<file path="config.mk">
export PLATFORM = sky130hd
export DESIGN_NAME = packed_int_stream_decoder_top
export DESIGN_NICKNAME = d
export VERILOG_FILES = /design/src/rtl/pisd_pkg.sv /design/src/rtl/pisd_step.sv /design/src/rtl/packed_int_stream_decoder_top.sv
export SDC_FILE = /design/constraint.sdc
export NUM_CORES = 1
export LEC_CHECK = 0
export ABC_CLOCK_PERIOD_IN_PS = 10200
export BUFFER_PORTS_ARGS = -buffer_cell sky130_fd_sc_hd__buf_2
export CAP_MARGIN = 20
export CORE_MARGIN = 2
export CORE_UTILIZATION = 50
export DETAILED_ROUTE_END_ITERATION = 7
export GPL_ROUTABILITY_DRIVEN = 1
export MAX_ROUTING_LAYER = met4
export PLACE_DENSITY = 0.7
export SETUP_SLACK_MARGIN = 0.4
export SLEW_MARGIN = 20
export SYNTH_ARGS = -nofsm -noshare
export SYNTH_HDL_FRONTEND = slang
export SYNTH_SLANG_ARGS = --single-unit
</file>
<file path="constraint.sdc">
create_clock -name clk -period 10.2 [get_ports clk]
set_input_delay 2.55 -clock clk [delete_from_list [all_inputs] [get_ports clk]]
set_output_delay 2.55 -clock clk [all_outputs]
set_load 0.01 [all_outputs]
</file>
<file path="src/rtl/pisd_pkg.sv">
`timescale 1ns / 1ps
// ----------------------------------------------------------------------------
// pisd_pkg: shared types and constants for the packed integer stream decoder
// Payload structs, decoder state and the escape and length codes of both
// packed forms.
// ----------------------------------------------------------------------------
package pisd_pkg;

	localparam int ValueW = 32;
	localparam int CountW = 3;

	// Form codes, sampled from the mode bit on the first byte of a value
	localparam logic FORM_COMPACT = 1'b0;
	localparam logic FORM_SEVEN   = 1'b1;

	// Compact form escape bytes
	localparam logic [7:0] ESC_16 = 8'h80;
	localparam logic [7:0] ESC_32 = 8'h81;

	// Value lengths in bytes
	localparam logic [CountW-1:0] LEN_ONE  = 3'd1;
	localparam logic [CountW-1:0] LEN_16   = 3'd3;
	localparam logic [CountW-1:0] LEN_32   = 3'd5;
	localparam logic [CountW-1:0] LEN_SEVEN = 3'd4;

	localparam logic [ValueW-1:0] SIGN_FILL = 32'hF000_0000;

	typedef struct packed {
		logic [7:0] byte_in;
		logic       mode;
	} in_t;

	typedef struct packed {
		logic signed [ValueW-1:0] value;
		logic [CountW-1:0]        byte_count;
	} out_t;

	typedef struct packed {
		logic              active_form;
		logic [CountW-1:0] bytes_taken;
		logic [CountW-1:0] bytes_expected;
		logic [ValueW-1:0] partial_value;
	} state_t;

endpackage

</file>
<file path="src/rtl/pisd_step.sv">
`timescale 1ns / 1ps
// ----------------------------------------------------------------------------
// pisd_step: one-byte decode step
// Merges one stream byte into the accumulator and forms the result when the
// byte completes a value.
// ----------------------------------------------------------------------------
module pisd_step (
	input  pisd_pkg::state_t cur,
	input  pisd_pkg::in_t    item,
	output pisd_pkg::state_t nxt,
	output logic             emit,
	output pisd_pkg::out_t   res
);

	logic [7:0]                     b;
	logic [pisd_pkg::ValueW-1:0]    placed8;
	logic [pisd_pkg::ValueW-1:0]    placed7;
	logic [pisd_pkg::ValueW-1:0]    placed7_full;
	logic [pisd_pkg::ValueW-1:0]    merged;
	logic [pisd_pkg::ValueW-1:0]    sev_val;
	logic [pisd_pkg::CountW-1:0]    bt_inc;
	logic [1:0]                     k;
	logic                           last;

	assign b      = item.byte_in;
	assign bt_inc = cur.bytes_taken + 3'd1;
	assign k      = cur.bytes_taken[1:0];
	assign last   = (k == 2'd3) || !b[7];

	// Compact form: byte lanes, low byte first
	always_comb begin
		placed8 = '0;
		case (cur.bytes_taken[1:0] - 2'd1)
			2'd0:    placed8 = {24'd0, b};
			2'd1:    placed8 = {16'd0, b, 8'd0};
			2'd2:    placed8 = {8'd0, b, 16'd0};
			2'd3:    placed8 = {b, 24'd0};
			default: placed8 = '0;
		endcase
	end

	// Seven-bit form: groups at 7, 14, 21; the full byte lands at 21 on the fourth byte
	always_comb begin
		placed7      = '0;
		placed7_full = '0;
		case (k)
			2'd1: begin
				placed7      = {18'd0, b[6:0], 7'd0};
				placed7_full = {17'd0, b, 7'd0};
			end
			2'd2: begin
				placed7      = {11'd0, b[6:0], 14'd0};
				placed7_full = {10'd0, b, 14'd0};
			end
			2'd3: begin
				placed7      = {4'd0, b[6:0], 21'd0};
				placed7_full = {3'd0, b, 21'd0};
			end
			default: begin
				placed7      = {25'd0, b[6:0]};
				placed7_full = {24'd0, b};
			end
		endcase
	end

	assign merged  = cur.partial_value | placed8;
	assign sev_val = (cur.partial_value | placed7_full) |
		((cur.partial_value[28] | placed7_full[28]) ? pisd_pkg::SIGN_FILL : '0);

	always_comb begin
		nxt            = cur;
		emit           = 1'b0;
		res.value      = '0;
		res.byte_count = '0;
		if (cur.bytes_taken == '0) begin
			nxt.active_form   = item.mode;
			nxt.partial_value = '0;
			if (item.mode == pisd_pkg::FORM_COMPACT) begin
				if (b == pisd_pkg::ESC_16 || b == pisd_pkg::ESC_32) begin
					nxt.bytes_taken    = 3'd1;
					nxt.bytes_expected = (b == pisd_pkg::ESC_16) ?
						pisd_pkg::LEN_16 : pisd_pkg::LEN_32;
				end else begin
					emit           = 1'b1;
					res.value      = {{24{b[7]}}, b};
					res.byte_count = pisd_pkg::LEN_ONE;
				end
			end else if (!b[7]) begin
				emit           = 1'b1;
				res.value      = {24'd0, b};
				res.byte_count = pisd_pkg::LEN_ONE;
			end else begin
				nxt.partial_value  = {25'd0, b[6:0]};
				nxt.bytes_taken    = 3'd1;
				nxt.bytes_expected = pisd_pkg::LEN_SEVEN;
			end
		end else if (cur.active_form == pisd_pkg::FORM_COMPACT) begin
			if (bt_inc >= cur.bytes_expected) begin
				emit           = 1'b1;
				res.byte_count = bt_inc;
				res.value      = (bt_inc == pisd_pkg::LEN_16) ?
					{{16{merged[15]}}, merged[15:0]} : merged;
			end else begin
				nxt.partial_value = merged;
				nxt.bytes_taken   = bt_inc;
			end
		end else begin
			if (last) begin
				emit           = 1'b1;
				res.value      = sev_val;
				res.byte_count = {1'b0, k} + 3'd1;
			end else begin
				nxt.partial_value = cur.partial_value | placed7;
				nxt.bytes_taken   = bt_inc;
			end
		end
		// A finished value returns the decoder to idle
		if (emit) begin
			nxt = '0;
		end
	end

endmodule

</file>
<file path="src/rtl/packed_int_stream_decoder_top.sv">
`timescale 1ns / 1ps
// ----------------------------------------------------------------------------
// packed_int_stream_decoder_top: packed integer stream decoder
// Rebuilds 32-bit integers from a byte stream in compact signed form or
// seven-bit continuation form, one byte per transaction.
// ----------------------------------------------------------------------------
// A result transaction appears in the cycle after its last byte is taken.
// Throughput: one byte per cycle while in_ready is high; the accumulator updates in a single step.
// The result register frees each cycle it is drained, so input stalls only
// while a result waits on out_ready.
// Reset: arst_n clears the accumulator to idle and drops out_valid.
module packed_int_stream_decoder_top (
	input  logic           clk,
	input  logic           arst_n,
	input  logic           in_valid,
	output logic           in_ready,
	input  pisd_pkg::in_t  in_data,
	output logic           out_valid,
	input  logic           out_ready,
	output pisd_pkg::out_t out_data
);

	pisd_pkg::state_t st_q;
	pisd_pkg::state_t st_nxt;
	pisd_pkg::out_t   res;
	pisd_pkg::out_t   out_data_q;
	logic             emit;
	logic             out_valid_q;
	logic             in_acc;

	// Accept a new byte whenever the result register is empty or being drained
	assign in_ready = !out_valid_q || out_ready;
	assign in_acc   = in_valid && in_ready;

	pisd_step u_step (
		.cur  (st_q),
		.item (in_data),
		.nxt  (st_nxt),
		.emit (emit),
		.res  (res)
	);

	// Advance the accumulator only on an accepted byte
	always_ff @(posedge clk or negedge arst_n) begin
		if (!arst_n) begin
			st_q <= '0;
		end else if (in_acc) begin
			st_q <= st_nxt;
		end
	end

	// Result register: load on a completing byte, drop once taken
	always_ff @(posedge clk or negedge arst_n) begin
		if (!arst_n) begin
			out_valid_q <= 1'b0;
		end else if (in_acc && emit) begin
			out_valid_q <= 1'b1;
		end else if (out_ready) begin
			out_valid_q <= 1'b0;
		end
	end

	// Hold the payload until the next completing byte
	always_ff @(posedge clk) begin
		if (in_acc && emit) begin
			out_data_q <= res;
		end
	end

	assign out_valid = out_valid_q;
	assign out_data  = out_data_q;

	// A value in progress never holds more than four bytes
	a_taken_bound: assert property (@(posedge clk) disable iff (!arst_n)
		st_q.bytes_taken <= 3'd4)
		else $error("bytes_taken out of range");

	// Seven-bit form always ends by the fourth byte
	a_seven_bound: assert property (@(posedge clk) disable iff (!arst_n)
		(st_q.active_form == pisd_pkg::FORM_SEVEN) |-> st_q.bytes_taken <= 3'd3)
		else $error("seven-bit value ran past its fourth byte");

	// A completing byte leaves the decoder idle with a result pending
	a_emit_idle: assert property (@(posedge clk) disable iff (!arst_n)
		(in_acc && emit) |=> (st_q.bytes_taken == '0) && out_valid_q)
		else $error("decoder not idle after a completed value");

	// Every result covers one to five bytes
	a_count_range: assert property (@(posedge clk) disable iff (!arst_n)
		out_valid_q |-> (out_data_q.byte_count >= 3'd1) && (out_data_q.byte_count <= 3'd5))
		else $error("byte_count out of range");

endmodule

</file>
==> impl_metrics.toml, run 1 <==
[synth]
yosysTopAreaCell = "edfxtp_1"
yosys_register_bits = 75
syn_nets = 451
postSynthCellCount = 430
synthSimpleGateAreaFrac_pct = 10.5
synthAdderAreaFrac_pct = 2.38
mappedNetlistArea_mm2 = 0.00420
synth.mux.area_fraction_pct = 0.476
synth_xor_area_share_pct = 0.208
yosys-top-cells-area = "edfxtp_1 (25%), dfrtp_1 (24%), a21oi_1 (7.1%)"
synth_edf_count = 35
yosysTopAreaCellShare_pct = 25.0
synth_top_flop_cell = "dfrtp_1"
synth-compound-area-share_pct = 32.8
syn_avg_cell_area_um2 = 9.77
yosys_warnings = 0
synth_cell_types = 52
synthArstFlopShare_pct = 53.3
yosysSeqAreaShare_pct = 48.8
synth_top_family_by_area = "compound AO/OA/AOI/OAI gates"

[placed_design]
gp_routability_congestion = 0.900
portBuffers = 49
dpl.hpwl_mm = 6.91

[timing]
relSlewSlack_pct = 27.5
holdWs_ns = 0.501
rsz0062_at_grt = "false"
finalMaxSlewViolations = 0
min_period_ns = 5.51
period_share_pct = 54.0
tightest_slew_ns = 1.09
setup_violations = 0
tns_ns = 0
clock.fmax_ghz = 0.182
fin_skew_ns = 0.0119
finalHoldViolations = 0

[die]
die_height_um = 95.7
dieArea_mm2 = 0.00915
start_util_pct = 51.4
core_area_mm2 = 0.00818
num_rows = 33
io_pins = 50
die_w_um = 95.7

[cts]
cts_sinks = 75
cts_resized = 0
clkTransAtPathRegs_ns = 0.07
cts.htree.levels = 3
cts.path.max_buffers = 2
post-cts-setup-buffers = 0
ctsRootBufferMaster = "clkbuf_8"
cts_hold_buf = 0
cts_inserted_buffers = 9
clk_latency_ns = 0.36
tritoncts = "built"

[routing]
drtIter0Drc = 532
vias_per_cell = 6.54
avgRoutedWirePerCell_um = 19.9
vias = 3664
route.detailed.drc = 0
drtPass1Iterations = 5
ant_nets = 0
routed_wl_mm = 11.2

[grt]
grt_pass1_wl_mm = 17.9
grt.busiest_layer = "met1"
grt_util_met2_pct = 37.0
grt_pass1_vias = 3339
use_met1_pct = 38.4
grt_util_met3_pct = 5.38
grt_usage_pct = 26.5
grt-ovfl-total = 0
grt_max_degree = 41
antenna_found_initial = 0

[power_and_ir_drop]
static-leakage-power_nw = 1.89
peakVddDrop_uv = 237
pwr_density_cell_mw_per_mm2 = 344

[worst_setup_path]
crit_path_end_kind = "primary output"
cp-start-kind = "input pin"
path_class = "in -> out"
cp_data_required_time_ns = 7.65
arrival_ns = 2.96
cp_max_fo = 4

[layout]
num_antenna_cells = 0
drive_gt1_share_pct = 16.7
area_growth_pct = 10.2
seqCellArea_mm2 = 0.00205
multiInputGateArea_mm2 = 0.00196
fillCellCount = 724
fin_nets = 471

[min_path]
min_path_type = "reg -> reg"

[run]
drv_cap = 0

[outcome]
outcome = "finished clean"
==> critical path: stages <==
cell,delay [ns]
buf_2,0.09
nand2b_1,0.16
buf_2,0.15
==> cell type report <==
type | instances | area share [%]
clock buffers | 11 | 3.05
well taps | 105 | 2.84
inverters | 9 | 0.729
clock inverters | 5 | 1.16
flip-flops and latches | 75 | 44.3
multi-input cells | 304 | 42.2
repair buffers | 51 | 5.67
==> synthesized netlist by cell type (2+ instances only) <==
cell	instances
a22oi_1	2
ha_1	8
and2_1	6
mux2i_1	2
or2_2	2
buf_1	3
nand2b_1	6
edfxtp_1	35
nor2b_1	5
nand2_1	38
o22a_1	9
buf_2	8
nor2_1	16
nor4_1	2
dfrtp_1	40
o21a_1	4
o221ai_1	13
o21ai_0	25
a21o_1	12
a31oi_1	7
nor3_1	3
a22o_1	13
o22ai_1	8
nand3_1	4
a2111oi_0	9
a21oi_1	60
a211oi_1	26
inv_1	8
o211ai_1	2
clkbuf_1	31
o32ai_1	2
==> cell families after synthesis <==
family	after synthesis
fa+ha+maj	8
xor+xnor	1
flops	75
simple gates	92
compound gates	201
mux	2
buf+inv	51
==> cells in the final DEF, fill, tap and decap left out, drive strengths merged, types with 3 or more instances in the layout <==
cell	netlist	final
a21oi	61	61
buf	11	51
dfrtp	40	40
nand2	39	39
edfxtp	35	35
a211oi	26	26
o21ai	25	25
nor2	16	16
o221ai	13	13
a22o	13	13
a21o	12	12
clkbuf	31	11
o22a	9	9
a2111oi	9	9
inv	9	9
o22ai	8	8
ha	8	8
a31oi	7	7
and2	7	7
nand2b	6	6
nor2b	5	5
nand3	4	4
o21a	4	4
nor3	3	3
o211ai	3	3
==> final timing paths <==
path,from,end,slack [ns],cells after the start
worst max register to register,st_q[35]$_DFFE_PN0P_,out_data[34]$_DFFE_PP_,6.04,8
min in group asynchronous,arst_n,st_q[24]$_DFFE_PN0P_,2.19,1
worst max-delay path,out_ready,in_ready,4.69,3
max in group asynchronous,arst_n,st_q[9]$_DFFE_PN0P_,7.61,1
worst min register to register,st_q[32]$_DFFE_PN0P_,st_q[32]$_DFFE_PN0P_,0.50,1
worst min-delay path,st_q[32]$_DFFE_PN0P_,st_q[32]$_DFFE_PN0P_,0.50,1
==> per-stage QoR <==
stage          util (%)  power (W)  setup slack (ns)  cells  instance area (µm²)
5_1_grt            56.7    0.00171              4.67    560                 4630
3_3_place_gp       54.2    0.00134              4.69    544                 4430
2_1_floorplan         -    0.00114              4.87    430                 4200
4_1_cts            56.6    0.00159              4.69    560                 4630
3_5_place_dp       54.2    0.00135              4.69    544                 4430
6_report           56.7    0.00160              4.69    560                 4630
==> sequential cells by signal (all words and copies together) (netlist names) <==
| signal | count |
|---|---|
| out_data | 35 |
| out_valid | 1 |
| st_q | 39 |
==> report_power, final <==
group / total [W] / switching [W] / internal, W
Clock: 0.000232 / 0.000114 / 0.000119
Sequential: 0.000558 / 0.0000732 / 0.000485
Combinational: 0.000805 / 0.000511 / 0.000293
==> metal layers <==
metal | vias up | routed length, µm | share of wire [%]
met5 | - | 0 | 0
met4 | 0 | 204 | 1.8
met3 | 21 | 805 | 7.2
met2 | 183 | 4910 | 44
met1 | 1772 | 5250 | 47
li1 | 1688 | - | -
Power figures use the tool's default switching activity.
==> run 2, diff against run 1 <==
Settings changed: ABC_CLOCK_PERIOD_IN_PS 10200 to 4700, PLACE_DENSITY 0.7 to 0.73.
Clock period 10.2 ns to 4.7 ns, I/O delays scaled along.
==> run 2 against run 1 <==
Against the previous run: sequential share of layout area is 0.59 points lower; non-clock buffer count increased by 4; design area rose by 1.4%; clock skew down 0.0035 ns; sequential cell count stayed put; cell count up 0.71%; critical endpoint is now out_data[2]$_SDFFCE_PP0P_; largest power group unchanged; highest routed layer unchanged.
==> impl_metrics.toml, run 2 (same netlist as run 1, synthesis figures left out) <==
[placed_design]
portBuffers = 49
gp_routability_congestion = 0.927
pre_cts_slack_ns = 0.920
dpl.hpwl_mm = 7.17

[layout]
final_common_cell = "a21oi_1"
drive_gt1_share_pct = 17.2
final_cell_mix = "a21oi_1 (60), buf_2 (49), dfrtp_1 (40), nand2_1 (38), edfxtp_1 (35)"
fin_nets = 475
num_antenna_cells = 0
post-route-util_pct = 57.4
area_growth_pct = 11.7
top_register = "st_q"
largest_reg_flops = 39

[grt]
grt_max_degree = 41
grt-ovfl-total = 0
grt_pass1_vias = 3374
grt_usage_pct = 26.7
antenna_found_initial = 0
grt_pass1_wl_mm = 18.0

[timing]
period_share_pct = 81.7
rsz0062_at_grt = "false"
tightest_slew_ns = 1.08
worst_slack_ns = 0.860
relSlewSlack_pct = 27.8
tns_ns = 0
fin_skew_ns = 0.00837
finalHoldViolations = 0
holdWs_ns = 0.525
min_period_ns = 3.84
setup_violations = 0
clock.fmax_ghz = 0.260
finalMaxSlewViolations = 0

[routing]
avgRoutedWirePerCell_um = 19.8
route.detailed.drc = 0
vias_per_cell = 6.66
drtPass1Iterations = 5
vias = 3755
drtIter0Drc = 446
ant_nets = 0
routed_wl_mm = 11.2

[cts]
cts_inserted_buffers = 9
ctsRootBufferMaster = "clkbuf_8"
clkTransAtPathRegs_ns = 0.08
cts_hold_buf = 0
cts.htree.levels = 3
cts_resized = 0
tritoncts = "built"
post-cts-setup-buffers = 0
cts.path.max_buffers = 2
cts_sinks = 75
clk_latency_ns = 0.35

[power_and_ir_drop]
pwr_density_cell_mw_per_mm2 = 760
pwr-share-seq_pct = 33.7
comb_power_share_pct = 50.0
switchingPower_w = 0.00152
static-leakage-power_nw = 1.93
power.total_w = 0.00357
swShare_pct = 42.6
intPower_w = 0.00205
peakVddDrop_uv = 423
clockPowerShare_pct = 16.3

[die]
start_util_pct = 51.4
io_pins = 50
dieArea_mm2 = 0.00915
die_w_um = 95.7
die_height_um = 95.7
num_rows = 33
core_area_mm2 = 0.00818

[worst_setup_path]
arrival_ns = 3.85
cp_max_fo = 31
reg2regPathDepth = 9
cp-start-kind = "flop"
r2r_start = "st_q[35]$_DFFE_PN0P_"
crit_start = "st_q[35]$_DFFE_PN0P_"
cp_data_required_time_ns = 4.71
crit_path_end_kind = "flop"
path_class = "reg -> reg"

[min_path]
min_path_type = "reg -> reg"
hp-start = "st_q[21]$_DFFE_PN0P_"
min_delay_path_depth = 2

[run]
drv_cap = 0

[outcome]
outcome = "finished clean"
==> run 2: cell count changes in the layout (fill, tap and decap cells not counted) <==
cell        change
buf_4           +3
bufinv_16       +2
clkinv_1        +2
clkinvlp_4      -2
buf_2           +1
clkbuf_1        -1
clkbuf_8        -1
==> run 2: area by class of cell <==
class                           instances  area [µm²]
Clock buffer                            9         124
Clock inverter                          7         106
Fill cell                             739        3480
Inverter                                9        33.8
Multi-Input combinational cell        304        1960
Sequential cell                        75        2050
Tap cell                              105         131
Timing Repair Buffer                   55         290
==> run 2: metrics by stage <==
step / cells / cell area (µm²)
2_1_floorplan: 430 / 4200
3_3_place_gp: 548 / 4460
3_5_place_dp: 548 / 4460
4_1_cts: 564 / 4690
5_1_grt: 564 / 4690
6_report: 564 / 4690
==> run 2: critical path, stage by stage, from the launching register on <==
cell	delay, ns
dfrtp_1	0.42
ha_1	0.60
xnor2_1	0.26
inv_1	0.09
ha_1	0.33
nand2_1	0.11
o2111ai_2	0.54
nand2_1	0.46
nor2_4	0.27
buf_4	0.39
==> run 2: worst paths after layout <==
kind	endpoint	slack, ns
max	out_data[2]$_SDFFCE_PP0P_	0.86
min	st_q[21]$_DFFE_PN0P_	0.52
max in group asynchronous	st_q[4]$_DFFE_PN0P_	3.11
min in group asynchronous	st_q[18]$_DFFE_PN0P_	0.97
min reg2reg	st_q[21]$_DFFE_PN0P_	0.52
max reg2reg	out_data[2]$_SDFFCE_PP0P_	0.86
==> run 2: routing by layer <==
layer,track usage [%],wire [µm],vias up
li1,-,-,1697
met2,38.4,5000,249
met1,37.6,4880,1787
met5,-,0,-
met4,9.17,209,0
met3,5.61,1100,22
==> run 2: power by group through the flow <==
stage | clock (W) | combinational (W) | sequential (W)
3_3_place_gp | 0 | 0.00172 | 0.00120
2_1_floorplan | 0 | 0.00121 | 0.00127
5_1_grt | 0.000618 | 0.00196 | 0.00123
4_1_cts | 0.000590 | 0.00177 | 0.00120
3_5_place_dp | 0 | 0.00176 | 0.00121
6_report | 0.000581 | 0.00178 | 0.00120
